File: src/hw/rtl/i2cm_pkg.sv
package i2cm_pkg;

    localparam int unsigned DELAY_W   = 16;
    localparam int unsigned BYTE_W    = 8;
    localparam int unsigned BIT_CNT_W = 4;
    localparam int unsigned PHASE_W   = 3;
    localparam int unsigned ADDR_W    = 3;
    localparam int unsigned DATA_W    = 32;
    localparam int unsigned QDEPTH    = 2;
    localparam int unsigned QPTR_W    = $clog2(QDEPTH);
    localparam int unsigned QCNT_W    = $clog2(QDEPTH + 1);

    localparam logic [DELAY_W-1:0]   DELAY_RESET = 16'd100;
    localparam logic [0:0]           REG_DELAY   = 1'b0;
    localparam logic [BIT_CNT_W-1:0] LAST_BIT    = 4'd7;
    localparam logic [BIT_CNT_W-1:0] BITS_BYTE   = 4'd8;

    localparam logic [2:0] KIND_NONE  = 3'd0;
    localparam logic [2:0] KIND_START = 3'd1;
    localparam logic [2:0] KIND_STOP  = 3'd2;
    localparam logic [2:0] KIND_WRITE = 3'd3;
    localparam logic [2:0] KIND_READ  = 3'd4;

    localparam logic [PHASE_W-1:0] PH_0 = 3'd0;
    localparam logic [PHASE_W-1:0] PH_1 = 3'd1;
    localparam logic [PHASE_W-1:0] PH_2 = 3'd2;
    localparam logic [PHASE_W-1:0] PH_3 = 3'd3;
    localparam logic [PHASE_W-1:0] PH_4 = 3'd4;
    localparam logic [PHASE_W-1:0] PH_5 = 3'd5;

    typedef enum logic [2:0] {
        OP_IDLE,
        OP_START,
        OP_STOP,
        OP_WRITE,
        OP_READ
    } op_t;

    typedef struct packed {
        logic [2:0]        kind;
        logic [BYTE_W-1:0] tx_byte;
        logic              send_nack;
        logic              sda_in;
    } i2cm_in_t;

    typedef struct packed {
        logic              scl_out;
        logic              sda_out;
        logic              busy_res;
        logic              done_res;
        logic [BYTE_W-1:0] rx_byte;
        logic              ack_seen;
    } i2cm_out_t;

    typedef struct packed {
        op_t               cmd;
        logic [BYTE_W-1:0] tx_byte;
        logic              send_nack;
        logic              sda_in;
    } i2cm_item_t;

    typedef struct packed {
        logic              full;
        logic              empty;
        logic [QCNT_W-1:0] count;
    } i2cm_qstat_t;

endpackage

File: src/hw/rtl/i2cm_front.sv
module i2cm_front
    import i2cm_pkg::*;
(
    input  logic        cmd_valid,
    output logic        cmd_stall,
    input  i2cm_in_t    cmd_item,
    input  i2cm_qstat_t qstat,
    output logic        push,
    output i2cm_item_t  push_item
);

    always_comb
    begin
        push_item.tx_byte   = cmd_item.tx_byte;
        push_item.send_nack = cmd_item.send_nack;
        push_item.sda_in    = cmd_item.sda_in;
        unique case (cmd_item.kind)
            KIND_START: push_item.cmd = OP_START;
            KIND_STOP:  push_item.cmd = OP_STOP;
            KIND_WRITE: push_item.cmd = OP_WRITE;
            KIND_READ:  push_item.cmd = OP_READ;
            default:    push_item.cmd = OP_IDLE;
        endcase
    end

    assign cmd_stall = qstat.full;
    assign push      = cmd_valid && !qstat.full;

endmodule

File: src/hw/rtl/i2cm_queue.sv
module i2cm_queue
    import i2cm_pkg::*;
(
    input  logic        clk,
    input  logic        rst_n,
    input  logic        push,
    input  i2cm_item_t  push_item,
    input  logic        pop,
    output i2cm_item_t  head_item,
    output i2cm_qstat_t qstat
);

    i2cm_item_t        mem_reg [QDEPTH];
    logic [QPTR_W-1:0] wr_ptr_reg;
    logic [QPTR_W-1:0] wr_ptr_next;
    logic [QPTR_W-1:0] rd_ptr_reg;
    logic [QPTR_W-1:0] rd_ptr_next;
    logic [QCNT_W-1:0] count_reg;
    logic [QCNT_W-1:0] count_next;

    always_comb
    begin
        wr_ptr_next = push ? wr_ptr_reg + 1'b1 : wr_ptr_reg;
        rd_ptr_next = pop ? rd_ptr_reg + 1'b1 : rd_ptr_reg;
        count_next  = count_reg + QCNT_W'(push) - QCNT_W'(pop);
    end

    always_ff @(posedge clk or negedge rst_n)
    begin
        if (!rst_n)
        begin
            wr_ptr_reg <= '0;
            rd_ptr_reg <= '0;
            count_reg  <= '0;
        end
        else
        begin
            wr_ptr_reg <= wr_ptr_next;
            rd_ptr_reg <= rd_ptr_next;
            count_reg  <= count_next;
        end
    end

    always_ff @(posedge clk)
    begin
        if (push)
        begin
            mem_reg[wr_ptr_reg] <= push_item;
        end
    end

    assign head_item   = mem_reg[rd_ptr_reg];
    assign qstat.full  = (count_reg == QCNT_W'(QDEPTH));
    assign qstat.empty = (count_reg == '0);
    assign qstat.count = count_reg;

endmodule

File: src/hw/rtl/i2cm_engine.sv
module i2cm_engine
    import i2cm_pkg::*;
(
    input  logic               clk,
    input  logic               rst_n,
    input  logic [DELAY_W-1:0] delay_ticks,
    input  i2cm_item_t         head_item,
    input  i2cm_qstat_t        qstat,
    output logic               pop,
    output logic               res_valid,
    input  logic               res_stall,
    output i2cm_out_t          res_item
);

    op_t                  op_reg;
    op_t                  op_next;
    logic [PHASE_W-1:0]   phase_reg;
    logic [PHASE_W-1:0]   phase_next;
    logic [BIT_CNT_W-1:0] bit_reg;
    logic [BIT_CNT_W-1:0] bit_next;
    logic [DELAY_W-1:0]   tick_reg;
    logic [DELAY_W-1:0]   tick_next;
    logic [BYTE_W-1:0]    shift_reg;
    logic [BYTE_W-1:0]    shift_next;
    logic                 nack_reg;
    logic                 nack_next;
    logic                 scl_reg;
    logic                 scl_next;
    logic                 sda_reg;
    logic                 sda_next;
    logic                 ack_reg;
    logic                 ack_next;
    logic [BYTE_W-1:0]    rx_reg;
    logic [BYTE_W-1:0]    rx_next;
    logic                 res_valid_reg;
    i2cm_out_t            res_item_reg;

    logic [DELAY_W-1:0]   slot_len;
    logic                 slot_end;
    logic                 fin;
    logic                 cmd_go;

    assign pop      = !qstat.empty && (!res_valid_reg || !res_stall);
    assign slot_len = (delay_ticks == '0) ? DELAY_W'(1) : delay_ticks;
    assign slot_end = ({1'b0, tick_reg} + 17'd1) >= {1'b0, slot_len};
    assign cmd_go   = pop && (op_reg == OP_IDLE) && (head_item.cmd != OP_IDLE);

    // sequencing: command, phase, bit and tick counters
    always_comb
    begin
        op_next    = op_reg;
        phase_next = phase_reg;
        bit_next   = bit_reg;
        tick_next  = tick_reg;
        fin        = 1'b0;
        if (cmd_go)
        begin
            op_next    = head_item.cmd;
            phase_next = PH_0;
            bit_next   = '0;
            tick_next  = '0;
        end
        else if (pop && (op_reg != OP_IDLE))
        begin
            tick_next = tick_reg + 1'b1;
            if (slot_end)
            begin
                tick_next = '0;
                unique case (op_reg)
                    OP_START, OP_STOP:
                    begin
                        if (phase_reg == PH_0)
                            phase_next = PH_1;
                        else if (phase_reg == PH_1)
                            phase_next = PH_2;
                        else
                            fin = 1'b1;
                    end
                    OP_WRITE:
                    begin
                        if (bit_reg < BITS_BYTE)
                        begin
                            if (phase_reg == PH_0)
                                phase_next = PH_1;
                            else
                            begin
                                phase_next = PH_0;
                                bit_next   = bit_reg + 1'b1;
                            end
                        end
                        else if (phase_reg == PH_0)
                            phase_next = PH_1;
                        else if (phase_reg == PH_1)
                            phase_next = PH_2;
                        else
                            fin = 1'b1;
                    end
                    OP_READ:
                    begin
                        unique case (phase_reg)
                            PH_0: phase_next = PH_1;
                            PH_1: phase_next = PH_2;
                            PH_2: phase_next = PH_3;
                            PH_3:
                            begin
                                bit_next   = bit_reg + 1'b1;
                                phase_next = (bit_reg < LAST_BIT) ? PH_1 : PH_4;
                            end
                            PH_4: phase_next = PH_5;
                            default: fin = 1'b1;
                        endcase
                    end
                    default: fin = 1'b1;
                endcase
            end
            if (fin)
            begin
                op_next    = OP_IDLE;
                phase_next = PH_0;
                bit_next   = '0;
                tick_next  = '0;
            end
        end
    end

    // line levels and data registers
    always_comb
    begin
        scl_next   = scl_reg;
        sda_next   = sda_reg;
        shift_next = shift_reg;
        nack_next  = nack_reg;
        ack_next   = ack_reg;
        rx_next    = rx_reg;
        if (cmd_go)
        begin
            unique case (head_item.cmd)
                OP_START:
                begin
                    scl_next = 1'b1;
                    sda_next = 1'b1;
                end
                OP_STOP:  sda_next = 1'b0;
                OP_WRITE:
                begin
                    shift_next = head_item.tx_byte;
                    sda_next   = head_item.tx_byte[BYTE_W-1];
                end
                default:
                begin
                    nack_next  = head_item.send_nack;
                    shift_next = '0;
                    sda_next   = 1'b1;
                end
            endcase
        end
        else if (pop && (op_reg != OP_IDLE) && slot_end)
        begin
            unique case (op_reg)
                OP_START:
                begin
                    if (phase_reg == PH_0)
                        sda_next = 1'b0;
                    else if (phase_reg == PH_1)
                        scl_next = 1'b0;
                end
                OP_STOP:
                begin
                    if (phase_reg == PH_0)
                        scl_next = 1'b1;
                    else if (phase_reg == PH_1)
                        sda_next = 1'b1;
                end
                OP_WRITE:
                begin
                    if (bit_reg < BITS_BYTE)
                    begin
                        if (phase_reg == PH_0)
                            scl_next = 1'b1;
                        else
                        begin
                            scl_next   = 1'b0;
                            shift_next = {shift_reg[BYTE_W-2:0], 1'b0};
                            sda_next   = (bit_reg < LAST_BIT) ? shift_reg[BYTE_W-2] : 1'b1;
                        end
                    end
                    else if (phase_reg == PH_0)
                        scl_next = 1'b1;
                    else if (phase_reg == PH_1)
                    begin
                        ack_next = head_item.sda_in;
                        scl_next = 1'b0;
                    end
                end
                OP_READ:
                begin
                    unique case (phase_reg)
                        PH_0: scl_next = 1'b1;
                        PH_1: ;
                        PH_2:
                        begin
                            shift_next = {shift_reg[BYTE_W-2:0], head_item.sda_in};
                            scl_next   = 1'b0;
                        end
                        PH_3:
                        begin
                            if (bit_reg < LAST_BIT)
                                scl_next = 1'b1;
                            else
                                sda_next = nack_reg;
                        end
                        PH_4: scl_next = 1'b1;
                        default:
                        begin
                            scl_next = 1'b0;
                            sda_next = 1'b1;
                            rx_next  = shift_reg;
                        end
                    endcase
                end
                default: ;
            endcase
        end
    end

    always_ff @(posedge clk or negedge rst_n)
    begin
        if (!rst_n)
        begin
            op_reg        <= OP_IDLE;
            phase_reg     <= PH_0;
            bit_reg       <= '0;
            tick_reg      <= '0;
            shift_reg     <= '0;
            nack_reg      <= 1'b0;
            scl_reg       <= 1'b1;
            sda_reg       <= 1'b1;
            ack_reg       <= 1'b0;
            rx_reg        <= '0;
            res_valid_reg <= 1'b0;
        end
        else
        begin
            op_reg    <= op_next;
            phase_reg <= phase_next;
            bit_reg   <= bit_next;
            tick_reg  <= tick_next;
            shift_reg <= shift_next;
            nack_reg  <= nack_next;
            scl_reg   <= scl_next;
            sda_reg   <= sda_next;
            ack_reg   <= ack_next;
            rx_reg    <= rx_next;
            if (pop)
                res_valid_reg <= 1'b1;
            else if (!res_stall)
                res_valid_reg <= 1'b0;
        end
    end

    always_ff @(posedge clk)
    begin
        if (pop)
        begin
            res_item_reg.scl_out  <= scl_next;
            res_item_reg.sda_out  <= sda_next;
            res_item_reg.busy_res <= (op_next != OP_IDLE);
            res_item_reg.done_res <= fin;
            res_item_reg.rx_byte  <= rx_next;
            res_item_reg.ack_seen <= ack_next;
        end
    end

    assign res_valid = res_valid_reg;
    assign res_item  = res_item_reg;

endmodule

File: src/hw/rtl/i2c_master_byte_engine_core.sv
// i2c master byte engine
// each command transaction is one tick of the bit engine: kind (none, start,
// stop, write byte, read byte), tx_byte, send_nack and the sampled sda level.
// a command is taken only while no command runs; other ticks just advance
// the current delay slot. each transaction yields exactly one result
// transaction with the scl/sda drive after that tick, busy, a done pulse,
// the last received byte and the last write acknowledge.
// throughput is one transaction per cycle while the result is not stalled; a
// command is written into the queue at the accept edge, and the engine step
// is then registered into the result register. the engine state update of one
// tick sets the rate.
// delay_ticks (apb offset 0x0, reset 100, 0 acts as 1) sets ticks per slot.
// reset releases both lines, clears the queue and the result valid flag.
// a stalled result holds; the 2-entry queue keeps taking commands until
// full, then cmd_stall rises.
module i2c_master_byte_engine_core
    import i2cm_pkg::*;
(
    input  logic              clk,
    input  logic              rst_n,
    input  logic              cmd_valid,
    output logic              cmd_stall,
    input  i2cm_in_t          cmd_item,
    output logic              res_valid,
    input  logic              res_stall,
    output i2cm_out_t         res_item,
    input  logic              psel,
    input  logic              penable,
    input  logic              pwrite,
    input  logic [ADDR_W-1:0] paddr,
    input  logic [DATA_W-1:0] pwdata,
    output logic [DATA_W-1:0] prdata,
    output logic              pready
);

    logic [DELAY_W-1:0] delay_reg;
    logic               cfg_wr;
    logic               push;
    logic               pop;
    i2cm_item_t         push_item;
    i2cm_item_t         head_item;
    i2cm_qstat_t        qstat;

    assign pready = 1'b1;
    assign cfg_wr = psel && penable && pwrite && (paddr[ADDR_W-1] == REG_DELAY);

    always_ff @(posedge clk or negedge rst_n)
    begin
        if (!rst_n)
            delay_reg <= DELAY_RESET;
        else if (cfg_wr)
            delay_reg <= pwdata[DELAY_W-1:0];
    end

    assign prdata = (paddr[ADDR_W-1] == REG_DELAY) ?
                    {{(DATA_W-DELAY_W){1'b0}}, delay_reg} : '0;

    i2cm_front u_front (
        .cmd_valid (cmd_valid),
        .cmd_stall (cmd_stall),
        .cmd_item  (cmd_item),
        .qstat     (qstat),
        .push      (push),
        .push_item (push_item)
    );

    i2cm_queue u_queue (
        .clk       (clk),
        .rst_n     (rst_n),
        .push      (push),
        .push_item (push_item),
        .pop       (pop),
        .head_item (head_item),
        .qstat     (qstat)
    );

    i2cm_engine u_engine (
        .clk         (clk),
        .rst_n       (rst_n),
        .delay_ticks (delay_reg),
        .head_item   (head_item),
        .qstat       (qstat),
        .pop         (pop),
        .res_valid   (res_valid),
        .res_stall   (res_stall),
        .res_item    (res_item)
    );

    a_queue_bound: assert property (@(posedge clk) disable iff (!rst_n)
        qstat.count <= QCNT_W'(QDEPTH))
        else $error("queue count out of range");

    a_done_not_busy: assert property (@(posedge clk) disable iff (!rst_n)
        res_valid && res_item.done_res |-> !res_item.busy_res)
        else $error("done reported while still busy");

    a_pop_fills_result: assert property (@(posedge clk) disable iff (!rst_n)
        pop |=> res_valid)
        else $error("queue pop without a result");

    a_no_pop_empty: assert property (@(posedge clk) disable iff (!rst_n)
        qstat.empty |-> !pop)
        else $error("pop from empty queue");

endmodule
File: config.mk
export PLATFORM = sky130hd
export DESIGN_NAME = i2c_master_byte_engine_core
export DESIGN_NICKNAME = d
export VERILOG_FILES = /design/src/hw/rtl/i2cm_pkg.sv /design/src/hw/rtl/i2cm_front.sv /design/src/hw/rtl/i2cm_queue.sv /design/src/hw/rtl/i2cm_engine.sv /design/src/hw/rtl/i2c_master_byte_engine_core.sv
export SDC_FILE = /design/constraint.sdc
export NUM_CORES = 1
export LEC_CHECK = 0
export BUFFER_PORTS_ARGS = -buffer_cell sky130_fd_sc_hd__buf_2
export CAP_MARGIN = 10
export CORE_ASPECT_RATIO = 2
export CORE_MARGIN = 2
export CORE_UTILIZATION = 28
export CTS_CLUSTER_SIZE = 40
export DETAILED_ROUTE_END_ITERATION = 8
export PLACE_DENSITY = 0.45
export SETUP_SLACK_MARGIN = 0.05
export SLEW_MARGIN = 20
export SYNTH_ARGS = -nofsm -noshare
export SYNTH_HDL_FRONTEND = slang
export SYNTH_SLANG_ARGS = --single-unit
File: constraint.sdc
create_clock -name clk -period 6.67 [get_ports clk]
set_input_delay 0.3335 -clock clk [delete_from_list [all_inputs] [get_ports clk]]
set_output_delay 0.3335 -clock clk [all_outputs]
set_load 0.01 [all_outputs]
==> impl_metrics.csv <==
group,metric,value,unit
status,outcome,"finished, final reports clean",
logic_synthesis,yosysTopAreaCell,"dfrtp_1",
routing,drt_first_pass_iters,5,
clock_tree,cts.clk_slew.worst_paths,0.08,ns
clock_tree,cts_tree,"done",
floorplanning,dieArea,20970,um^2
grt,grt_max_degree,68,
grt,grt_pass1_vias,4216,
final_layout,n_antenna_cell,0,
clock_tree,cts.sinks,106,
final_layout,area_growth,15.44,%
place,io_buffers,67,
critical_path,cp.required,6.78,ns
logic_synthesis,synth_edf_count,39,
critical_path,criticalPathCategory,"flop to flop",
place,gp_congestion,0.7926,
logic_synthesis,ys_ff_latch,106,
logic_synthesis,syn_avg_cell_area,10.96,um^2
logic_synthesis,synth_top_area_share,0.2804,
sta,slew_headroom,0.3809,
floorplanning,rows,72,
logic_synthesis,ys_types,65,
routing,vias,4074,
logic_synthesis,seq_area_frac_synth,0.5157,
logic_synthesis,syn_area,5534,um^2
hold_path,hold_class,"primary input to flop",
sta,hold_viol,0,
floorplanning,initial_utilization,0.2857,
final_layout,final_common_cell,"buf_2",
routing,drc,0,
grt,antenna_found_initial,0,
logic_synthesis,synthCells,505,
floorplanning,core_area,19370,um^2
power,ir_drop,121.3,uV
sta,setup_viol,0,
critical_path,cp-end-kind,"flop",
routing,wl_per_cell,16.26,um
sta,skew,0.007967,ns
power,total_power,0.002261,W
critical_path,worst-r2r-setup-slack,2.34,ns
sta,fmax,231.2,MHz
final_layout,nets,643,
clock_tree,cts_buffers,9,
critical_path,cp.arrival,4.44,ns
final_layout,layout_common_cells,"67 x buf_2, 62 x dfrtp_1, 42 x nand2_1",
routing,drt-initial-drc-count,222,
place,dp.final_hpwl,10030,um
power,p_leak,2.828,nW
critical_path,r2r-start,"u_engine.tick_reg[0]",
logic_synthesis,ys_dominant_reg_cell,"dfrtp_1",
critical_path,rr_worst_depth,13,
sta,rsz0062_at_grt,"false",
critical_path,startpoint_type,"flop",
routing,antenna_left,0,
grt,grt_pass1_wl,21590,um
floorplanning,dieWidth,103.4,um
critical_path,timing.rr.end,"u_engine.res_item[0]",
sta,worst_pin_slew,0.9286,ns
grt,gr-total-overflow,0,
logic_synthesis,yosys_warnings,0,
routing,wl,13530,um
floorplanning,die_y,202.8,um
critical_path,path_max_fanout,20,
routing,vias_per_cell,4.897,
grt,track_usage,0.1340,
sta,post-route-period-util,0.6485,
final_layout,drive_gt1_frac,0.2391,
critical_path,cp-startpoint,"u_engine.tick_reg[0]",
sta,setup_slack,2.345,ns
critical_path,endpoint,"u_engine.res_item[0]",
clock_tree,ctsResizeCount,0,
clock_tree,cts_setup_buffers,0,
sta,layout_min_cycle_time,4.325,ns
sta,fin_setup_tns,0,ns
clock_tree,hold_buffers,0,
clock_tree,h-tree-depth,3,
floorplanning,ios,103,
logic_synthesis,ys_top_cells_by_area,"dfrtp_1 28%, edfxtp_1 21%, mux2_2 7.3%",
clock_tree,root_buffer,"clkbuf_16",
sta,maxSlewViolCount,0,
clock_tree,cts_buffer_depth,2,
clock_tree,clk_latency,0.36,ns
logic_synthesis,async_reset_ff_frac,0.6321,
run,drv_cap,0,
power,p_per_area,354.0,nW/um^2
place,pre_cts_slack,2.233,ns
final_layout,largest_reg_flops,26,
worst min-delay path by stage:
stage,cells past startpoint,from,to
after floorplan,0,rst_n,delay_reg[0]
after global placement,1,u_queue.wr_ptr_reg,u_queue.wr_ptr_reg
after detailed placement,1,u_engine.rx_reg[0],u_engine.rx_reg[0]
after CTS,1,cmd_item[5],u_queue.mem_reg[1][5]
after global routing,1,cmd_item[1],u_queue.mem_reg[1][1]
final,1,cmd_item[1],u_queue.mem_reg[0][1]
cells by family after synthesis:
group,Yosys count,share of synthesized area
compound gates,101,0.1293
xor+xnor,15,0.02374
fa+ha+maj,20,0.04522
buf+inv,64,0.05856
flops,106,0.5157
mux,46,0.09134
other cells,2,0.001357
simple gates,151,0.1348
final cells by class:
cell class              count  area, um^2
clock buffers               9       225.2
clock inverters             7       87.58
fillers                  1991       12980
inverters                  28       105.1
multi-input cells         350        2412
flip-flops and latches    106        2854
well taps                 259       324.1
repair buffers             73       380.4
report_power, final:
group | total (W) | internal [W] | switching, W
sequential | 0.000992 | 0.000841 | 0.000151
combinational | 0.000706 | 0.000295 | 0.000412
clock | 0.000563 | 0.000299 | 0.000263
through the flow:
stage / cells / instance area [um^2] / utilization / hold WS, ns
2_1_floorplan: 520 / 5590 / - / 0.03791
3_3_place_gp: 816 / 6076 / 0.3137 / 0.4791
3_5_place_dp: 816 / 6076 / 0.3137 / 0.4849
4_1_cts: 832 / 6389 / 0.3298 / 0.1500
5_1_grt: 832 / 6389 / 0.3298 / 0.1537
6_report: 832 / 6389 / 0.3298 / 0.1634
critical path, cell delays in order, from the launching register on:
cell and delay, ns:
dfrtp_1 0.45, and3_1 0.22, nand3_1 0.17, nor3_1 0.49, nand3_1 0.21, xnor2_1 0.21
ha_1 0.29, nand3_1 0.08, nor3_1 0.32, o311ai_0 0.31, and3_1 0.39, buf_4 0.28
nor3_1 0.27, mux2_2 0.38
metal layers:
metal / wire, um / global-route usage / vias to the layer above
met3: 373 / 0.02031 / 16
met2: 7924 / 0.2634 / 90
met1: 4999 / 0.1377 / 2032
li1: - / - / 1936
met5: 0 / 0 / -
met4: 229 / 0.04182 / 0
synth_stat cells, types with 4 or more instances:
cell      count
nand2b_1      5
o21ai_0      24
a31oi_1       4
nor4_1        7
dfrtp_1      62
a21o_1        8
nand3_1      17
ha_1         20
mux2i_1      10
nand2_1      42
buf_4        17
a32o_1       10
mux2_2       36
nor2b_1       6
nor3_1       10
buf_2        10
a21oi_1      17
dfstp_2       5
xnor2_1      10
nor2_1       37
nand4_1       6
edfxtp_1     39
inv_1        28
xor2_1        5
clkbuf_1      7
and3_1        4
Note: power is estimated with default switching activity, not from simulation.
